--- config.mk ---
export PLATFORM = sky130hd
export DESIGN_NAME = lru_page_replacement_unit
export DESIGN_NICKNAME = d
export VERILOG_FILES = /design/src/design/lru_pr_pkg.sv /design/src/design/lru_page_replacement_unit.sv
export SDC_FILE = /design/constraint.sdc
export NUM_CORES = 1
export LEC_CHECK = 0
export BUFFER_PORTS_ARGS = -buffer_cell sky130_fd_sc_hd__buf_2
export CORE_MARGIN = 5
export CORE_UTILIZATION = 35
export DETAILED_ROUTE_END_ITERATION = 6
export GPL_ROUTABILITY_DRIVEN = 1
export PLACE_DENSITY_LB_ADDON = 0.08
export SLEW_MARGIN = 15
export SYNTH_ARGS = -nofsm -noshare
export SYNTH_HDL_FRONTEND = slang
export SYNTH_SLANG_ARGS = --single-unit
--- constraint.sdc ---
create_clock -name clk -period 7 [get_ports clk]
set_clock_uncertainty 0.15 [all_clocks]
set_input_delay 0 -clock clk [delete_from_list [all_inputs] [get_ports clk]]
set_output_delay 0 -clock clk [all_outputs]
set_load 0.03 [all_outputs]
--- src/design/lru_pr_pkg.sv ---
// ----------------------------------------------------------------------------
// LRU page replacement package
// Port widths and fixed constants shared by the LRU page replacement unit.
// ----------------------------------------------------------------------------
package lru_pr_pkg;

	localparam int PAGE_PORT_W = 16;   // width of page_number and evicted_page
	localparam int SLOT_PORT_W = 4;    // width of frame_slot
	localparam int CFG_W       = 5;    // width of cfg_data, the frames_in_use write value
	localparam int FAULT_W     = 16;   // width of the fault counter

	localparam logic [CFG_W-1:0]   FRAMES_RESET = CFG_W'(16);
	localparam logic [FAULT_W-1:0] FAULT_MAX    = '1;

	// Status of the word held in the result register
	typedef struct packed {
		logic page_fault;
		logic evicted_valid;
	} lru_pr_status_t;

endpackage

--- src/design/lru_page_replacement_unit.sv ---
// ----------------------------------------------------------------------------
// LRU page replacement unit
// Looks up one page reference per word in a table of resident pages and
// replaces the least recently used page on a miss once the table is full.
// ----------------------------------------------------------------------------
// Usage:
//   Input channel (in_valid / in_stall) carries page_number and restart_run.
//   Output channel (out_valid / out_stall) carries page_fault, frame_slot,
//   evicted_valid, evicted_page and total_faults, one word per input word.
//   The config channel (cfg_valid / cfg_ready / cfg_data) writes
//   frames_in_use; a write also empties the table and zeroes the fault count.
//   Write it only while no reference is in flight.
// Pipeline and throughput:
//   A word passes from the input register to the result register, which
//   drives the output. One word per cycle is sustained while out_stall is
//   low: the lookup, victim pick and rank update for all frames are done
//   by one parallel compare over every slot between the two registers.
// Reset:
//   arst_n empties the table, clears the fault count and sets frames_in_use
//   to 16 (bounded by NUM_FRAMES).
// Stall:
//   When out_stall holds a full result register, the input register holds too
//   and in_stall rises until the result word is taken.
// ----------------------------------------------------------------------------
module lru_page_replacement_unit
	import lru_pr_pkg::*;
#(
	parameter int NUM_FRAMES = 16,
	parameter int PAGE_BITS  = 16
) (
	input  logic                   clk,
	input  logic                   arst_n,
	// config write
	input  logic                   cfg_valid,
	output logic                   cfg_ready,
	input  logic [CFG_W-1:0]       cfg_data,
	// input channel
	input  logic                   in_valid,
	output logic                   in_stall,
	input  logic [PAGE_PORT_W-1:0] page_number,
	input  logic                   restart_run,
	// output channel
	output logic                   out_valid,
	input  logic                   out_stall,
	output logic                   page_fault,
	output logic [SLOT_PORT_W-1:0] frame_slot,
	output logic                   evicted_valid,
	output logic [PAGE_PORT_W-1:0] evicted_page,
	output logic [FAULT_W-1:0]     total_faults
);

	localparam int SW  = (NUM_FRAMES > 1) ? $clog2(NUM_FRAMES) : 1;
	localparam int FPW = $clog2(NUM_FRAMES + 1);
	localparam int FRAMES_INIT = (32'(FRAMES_RESET) > NUM_FRAMES) ?
		NUM_FRAMES : 32'(FRAMES_RESET);

	// control state
	logic                  s1_valid_q;
	logic                  out_valid_q;
	logic [NUM_FRAMES-1:0] valid_q;
	logic [FPW-1:0]        fill_ptr_q;
	logic [FAULT_W-1:0]    fault_cnt_q;
	logic [FPW-1:0]        frames_q;

	// payload
	logic [PAGE_PORT_W-1:0] page_s1;
	logic                   restart_s1;
	logic [PAGE_BITS-1:0]   page_q [NUM_FRAMES];
	logic [SW-1:0]          rank_q [NUM_FRAMES];
	lru_pr_status_t         status_q;
	logic [SW-1:0]          slot_q;
	logic [PAGE_PORT_W-1:0] evicted_page_q;

	// datapath
	logic                  advance;
	logic                  in_take;
	logic                  cfg_take;
	logic [FPW-1:0]        cfg_frames;
	logic [PAGE_BITS-1:0]  page_w;
	logic [NUM_FRAMES-1:0] valid_eff;
	logic [FPW-1:0]        fill_eff;
	logic [FAULT_W-1:0]    fault_eff;
	logic [NUM_FRAMES-1:0] hit_vec;
	logic [NUM_FRAMES-1:0] vict_vec;
	logic [SW-1:0]         hit_idx;
	logic [SW-1:0]         vict_idx;
	logic                  hit;
	logic                  fill_free;
	logic                  evict;
	logic [SW-1:0]         slot;
	logic [SW-1:0]         hit_rank;
	logic [PAGE_BITS-1:0]  old_page;
	logic [NUM_FRAMES-1:0] valid_nxt;
	logic [FPW-1:0]        fill_nxt;
	logic [FAULT_W-1:0]    fault_nxt;
	logic [SW-1:0]         rank_nxt [NUM_FRAMES];

	assign advance   = s1_valid_q && (!out_valid_q || !out_stall);
	assign in_stall  = s1_valid_q && !advance;
	assign in_take   = in_valid && !in_stall;
	assign cfg_ready = !s1_valid_q;
	assign cfg_take  = cfg_valid && cfg_ready;

	// bound the frame count to 1..NUM_FRAMES at write time
	always_comb begin
		if (cfg_data == '0) begin
			cfg_frames = FPW'(1);
		end else if (32'(cfg_data) > NUM_FRAMES) begin
			cfg_frames = FPW'(NUM_FRAMES);
		end else begin
			cfg_frames = FPW'(cfg_data);
		end
	end

	// restart empties the table and zeroes the fault count before the lookup
	assign page_w    = PAGE_BITS'(32'(page_s1));
	assign valid_eff = restart_s1 ? '0 : valid_q;
	assign fill_eff  = restart_s1 ? '0 : fill_ptr_q;
	assign fault_eff = restart_s1 ? '0 : fault_cnt_q;

	always_comb begin
		for (int t = 0; t < NUM_FRAMES; t++) begin
			hit_vec[t]  = valid_eff[t] && (page_q[t] == page_w);
			// the oldest valid slot holds rank frames-1 once the table is full
			vict_vec[t] = valid_eff[t] && (FPW'(rank_q[t]) == frames_q - FPW'(1));
		end
	end

	// lowest matching slot wins
	always_comb begin
		hit_idx  = '0;
		vict_idx = '0;
		for (int t = NUM_FRAMES - 1; t >= 0; t--) begin
			if (hit_vec[t]) begin
				hit_idx = SW'(t);
			end
			if (vict_vec[t]) begin
				vict_idx = SW'(t);
			end
		end
	end

	assign hit       = |hit_vec;
	assign fill_free = fill_eff < frames_q;
	assign evict     = !hit && !fill_free;
	assign hit_rank  = rank_q[hit_idx];
	assign old_page  = evict ? page_q[vict_idx] : '0;

	always_comb begin
		if (hit) begin
			slot = hit_idx;
		end else if (fill_free) begin
			slot = SW'(fill_eff);
		end else begin
			slot = vict_idx;
		end
	end

	// a hit ages newer slots, a miss ages all valid ones; the touched one is newest
	always_comb begin
		for (int t = 0; t < NUM_FRAMES; t++) begin
			if (SW'(t) == slot) begin
				rank_nxt[t] = '0;
			end else if (valid_eff[t] && (!hit || rank_q[t] < hit_rank)) begin
				rank_nxt[t] = rank_q[t] + SW'(1);
			end else begin
				rank_nxt[t] = rank_q[t];
			end
		end
	end

	always_comb begin
		valid_nxt = valid_eff;
		if (!hit) begin
			valid_nxt[slot] = 1'b1;
		end
	end

	assign fill_nxt  = (!hit && fill_free) ? fill_eff + FPW'(1) : fill_eff;
	assign fault_nxt = (!hit && fault_eff != FAULT_MAX) ? fault_eff + FAULT_W'(1) : fault_eff;

	always_ff @(posedge clk or negedge arst_n) begin
		if (!arst_n) begin
			s1_valid_q  <= 1'b0;
			out_valid_q <= 1'b0;
			valid_q     <= '0;
			fill_ptr_q  <= '0;
			fault_cnt_q <= '0;
			frames_q    <= FPW'(FRAMES_INIT);
		end else begin
			if (in_take) begin
				s1_valid_q <= 1'b1;
			end else if (advance) begin
				s1_valid_q <= 1'b0;
			end
			if (advance) begin
				out_valid_q <= 1'b1;
			end else if (!out_stall) begin
				out_valid_q <= 1'b0;
			end
			if (cfg_take) begin
				frames_q    <= cfg_frames;
				valid_q     <= '0;
				fill_ptr_q  <= '0;
				fault_cnt_q <= '0;
			end else if (advance) begin
				valid_q     <= valid_nxt;
				fill_ptr_q  <= fill_nxt;
				fault_cnt_q <= fault_nxt;
			end
		end
	end

	always_ff @(posedge clk) begin
		if (in_take) begin
			page_s1    <= page_number;
			restart_s1 <= restart_run;
		end
		if (advance) begin
			if (!hit) begin
				page_q[slot] <= page_w;
			end
			for (int t = 0; t < NUM_FRAMES; t++) begin
				rank_q[t] <= rank_nxt[t];
			end
			status_q.page_fault    <= !hit;
			status_q.evicted_valid <= evict;
			slot_q                 <= slot;
			evicted_page_q         <= PAGE_PORT_W'(32'(old_page));
			total_faults           <= fault_nxt;
		end
	end

	assign out_valid     = out_valid_q;
	assign page_fault    = status_q.page_fault;
	assign evicted_valid = status_q.evicted_valid;
	assign frame_slot    = SLOT_PORT_W'(32'(slot_q));
	assign evicted_page  = evicted_page_q;

`ifndef NO_ASSERTIONS
	// slots fill in order, so the fill pointer counts the valid slots
	a_fill_count: assert property (@(posedge clk) disable iff (!arst_n)
		32'($countones(valid_q)) == 32'(fill_ptr_q))
		else $error("fill pointer does not match valid slot count");

	a_fill_bound: assert property (@(posedge clk) disable iff (!arst_n)
		fill_ptr_q <= frames_q)
		else $error("fill pointer beyond active frames");

	a_evict_on_fault: assert property (@(posedge clk) disable iff (!arst_n)
		out_valid_q && status_q.evicted_valid |-> status_q.page_fault)
		else $error("eviction reported on a hit");

	a_fault_counted: assert property (@(posedge clk) disable iff (!arst_n)
		out_valid_q && status_q.page_fault |-> total_faults != '0)
		else $error("fault reported with zero fault total");
`endif

endmodule

==> flow_summary.yaml <==
synthesis:
  ys_warn_count: 0
  async_flop_share_pct: 10.5
  syn-num-nets: 2242
  synth_edf_count: 375
  syn_area_per_cell_um2: 11.2
  yosysUniqueCellTypes: 78
  ys_ff_latch: 419
  ys_seq_area_share_pct: 51.3
  synthCells: 2144
  ys.flop_type: "edfxtp_1"
  synth_area_mm2: 0.0241
final_layout:
  fin_area_mm2: 0.0277
  layout.nets: 2368
  drive_above_1_share_pct: 11.0
  layout-area-overhead-vs-synth_pct: 15.2
  antenna_cells: 0
floorplanning:
  dieArea_mm2: 0.0742
  die_w_um: 272
  placement_rows: 96
  boundaryPins: 68
  core_mm2: 0.0685
  die-height_um: 272
  start_util_pct: 35.2
global_routing:
  grtUsageTotal_pct: 20.4
  grt_pass1_wl_um: 115000
  met1_usage_pct: 29.0
  met3_usage_pct: 2.62
  gr-total-overflow: 0
  grt_max_degree: 66
  antenna_found_initial: 0
  busiest_layer: "met2"
  use_met2_pct: 33.1
  grt_pass1_vias: 17300
drt:
  drt_first_pass_iters: 5
  routedWlPerCell_um: 24.3
  num_vias: 17000
  antenna_left: 0
  drt_iter0_markers: 1154
  routed_wl_um: 77700
  drt-vias-per-instance: 5.32
  drc: 0
timing:
  max_freq_mhz: 154
  fin_setup_tns_ps: 0
  period_share_pct: 93.0
  holdWs_ps: 53.3
  finalHoldViolCount: 0
  rsz0062_at_grt: "no"
  worst_pin_slew_ps: 1150
  drv_slew: 0
  max-slew-margin-rel_pct: 22.7
  final.min_clock_period_ps: 6510
  finalSetupViolCount: 0
clocking:
  post_cts_resized: 0
  cts.sinks: 419
  cts_max_level: 2
  clockRootBuffer: "clkbuf_16"
  cts_buffers: 51
  insertion_delay_ps: 620
  clockBufferDepth: 3
  cts_tree: "built"
  clk_pin_slew_worst_paths_ps: 60
setup_path:
  arrival_ps: 6600
  crit_fanout: 15
  start_kind: "flop"
  crit_required_ps: 7090
  setup.worst_path.end_class: "flop"
  worstSetupPathType: "flop to flop"
placed_design:
  gp_congestion: 0.885
  port_buffers: 67
  dpl_cell_area_mm2: 0.0255
  dp_hpwl_um: 55100
power_and_ir_drop:
  p_per_area_mw_per_mm2: 253
  p_leak_nw: 10.2
  vdd_drop_max_mv: 0.172
min_path:
  worstHoldPathType: "input port to flop"
flow_run:
  cap_violations: 0
run_status:
  status: "finished, final reports clean"
==> metrics by stage <==
step | power, mW | worst slack (ps) | utilization, % | cells
after detailed placement | 4.24 | 569 | 37.3 | 3052
after global routing | 7.31 | 166 | 40.5 | 3195
after CTS | 7.08 | 547 | 40.5 | 3195
final | 7.01 | 491 | 40.5 | 3195
after floorplan | 3.80 | 1710 | - | 2144
after global placement | 4.22 | 633 | 37.3 | 3052
==> repair_timing <==
item	CTS	global route
buffers inserted	0	0
hold buffers	47	0
hold endpoints to repair	72	0
==> cells in the final DEF, fill, tap and decap left out, drive strengths merged, types with 44 or more instances in the layout <==
cell,count
xnor2,155
ha,71
buf,140
o21ai,49
clkbuf,62
a21oi,64
nor2,130
nand3,85
nor4,44
nand2,257
dlygate4sd3,47
xor2,205
edfxtp,375
a211oi,58
mux2i,90
==> cells by family after synthesis <==
family,Yosys count,synth area share [%]
simple gates,749,15.4
flops,419,51.3
xor+xnor,374,14.4
compound gates,302,8.22
buf+inv,130,2.80
mux,99,4.16
fa+ha+maj,71,3.69
==> cells in the mapped netlist (27+ instances only) <==
library cell | number | area [um2]
a21o_1 | 35 | 263
nor2_1 | 128 | 480
clkbuf_1 | 49 | 184
and2_1 | 41 | 257
nand3_1 | 84 | 420
a211oi_1 | 57 | 428
a21oi_1 | 64 | 320
mux2i_1 | 90 | 901
nand4_1 | 39 | 244
edfxtp_1 | 375 | 11300
dfrtp_1 | 43 | 1080
nor4_1 | 44 | 275
xnor2_1 | 154 | 1350
nand2_1 | 256 | 961
ha_1 | 71 | 888
buf_2 | 27 | 135
o21ai_0 | 40 | 200
xor2_1 | 205 | 1800
nand2b_1 | 32 | 200
nor2b_1 | 41 | 257
buf_4 | 33 | 248
==> path summary, 6_finish.rpt <==
| kind | startpoint | end | slack, ps | depth (start not counted) |
|---|---|---|---|---|
| worst max register to register | page_s1[3]$_DFFE_PP_ | rank_q[14][1]$_SDFFCE_PP0P_ | 490 | 18 |
| worst min register to register | valid_q[4]$_DFFE_PN0P_ | valid_q[4]$_DFFE_PN0P_ | 320 | 1 |
| min in group asynchronous | arst_n | fault_cnt_q[10]$_DFFE_PN0P_ | 440 | 4 |
| max in group asynchronous | arst_n | valid_q[9]$_DFFE_PN0P_ | 5790 | 4 |
| worst min-delay path | out_stall | out_valid$_DFFE_PN0P_ | 50 | 4 |
| worst max-delay path | page_s1[3]$_DFFE_PP_ | rank_q[14][1]$_SDFFCE_PP0P_ | 490 | 18 |
==> metal layers <==
| layer | up-vias | wire length [um] | part of all wire [%] |
|---|---|---|---|
| li1 | 8016 | - | - |
| met1 | 8475 | 36200 | 47 |
| met3 | 95 | 3540 | 4.6 |
| met4 | 0 | 2110 | 2.7 |
| met5 | - | 0 | 0 |
| met2 | 414 | 35900 | 46 |
==> critical path, stage by stage, from the launching register on <==
cell,delay [ps]
edfxtp_1,670
xor2_1,270
nor4_1,520
and3_1,250
nand4_1,140
a21oi_1,370
o21bai_1,120
a2111oi_0,430
o32a_2,610
buf_4,280
mux2i_1,200
mux2i_1,100
mux2i_1,200
mux2_2,430
ha_1,320
nor2b_1,130
nor4b_1,390
nand2b_1,90
o21ai_0,440
==> state kept, by name, summed over array words and instances, names as in the netlist <==
| signal | flops |
|---|---|
| fill_ptr_q | 5 |
| page_fault | 1 |
| frame_slot | 4 |
| page_q | 256 |
| evicted_valid | 1 |
| valid_q | 16 |
| out_valid | 1 |
| frames_q | 5 |
| total_faults | 16 |
| s1_valid_q | 1 |
| restart_s1 | 1 |
| rank_q | 64 |
| fault_cnt_q | 16 |
| page_s1 | 16 |
| evicted_page | 16 |
==> report_power, final <==
part | leakage [nW] | total (mW) | switching, mW | internal [mW]
Sequential | 3.99 | 2.96 | 0.103 | 2.86
Combinational | 5.33 | 1.24 | 0.791 | 0.454
Clock | 0.860 | 2.80 | 1.13 | 1.67
Total | 10.2 | 7.01 | 2.03 | 4.98
==> cell type report <==
cell class / instances / area (um2)
Clock buffer: 62 / 1350
Timing Repair Buffer: 187 / 1390
Multi-Input combinational cell: 1595 / 11100
Fill cell: 6620 / 40700
Inverter: 16 / 65.1
Clock inverter: 34 / 408
Tap cell: 882 / 1100
Sequential cell: 419 / 12400
Power figures use the tool's default switching activity.
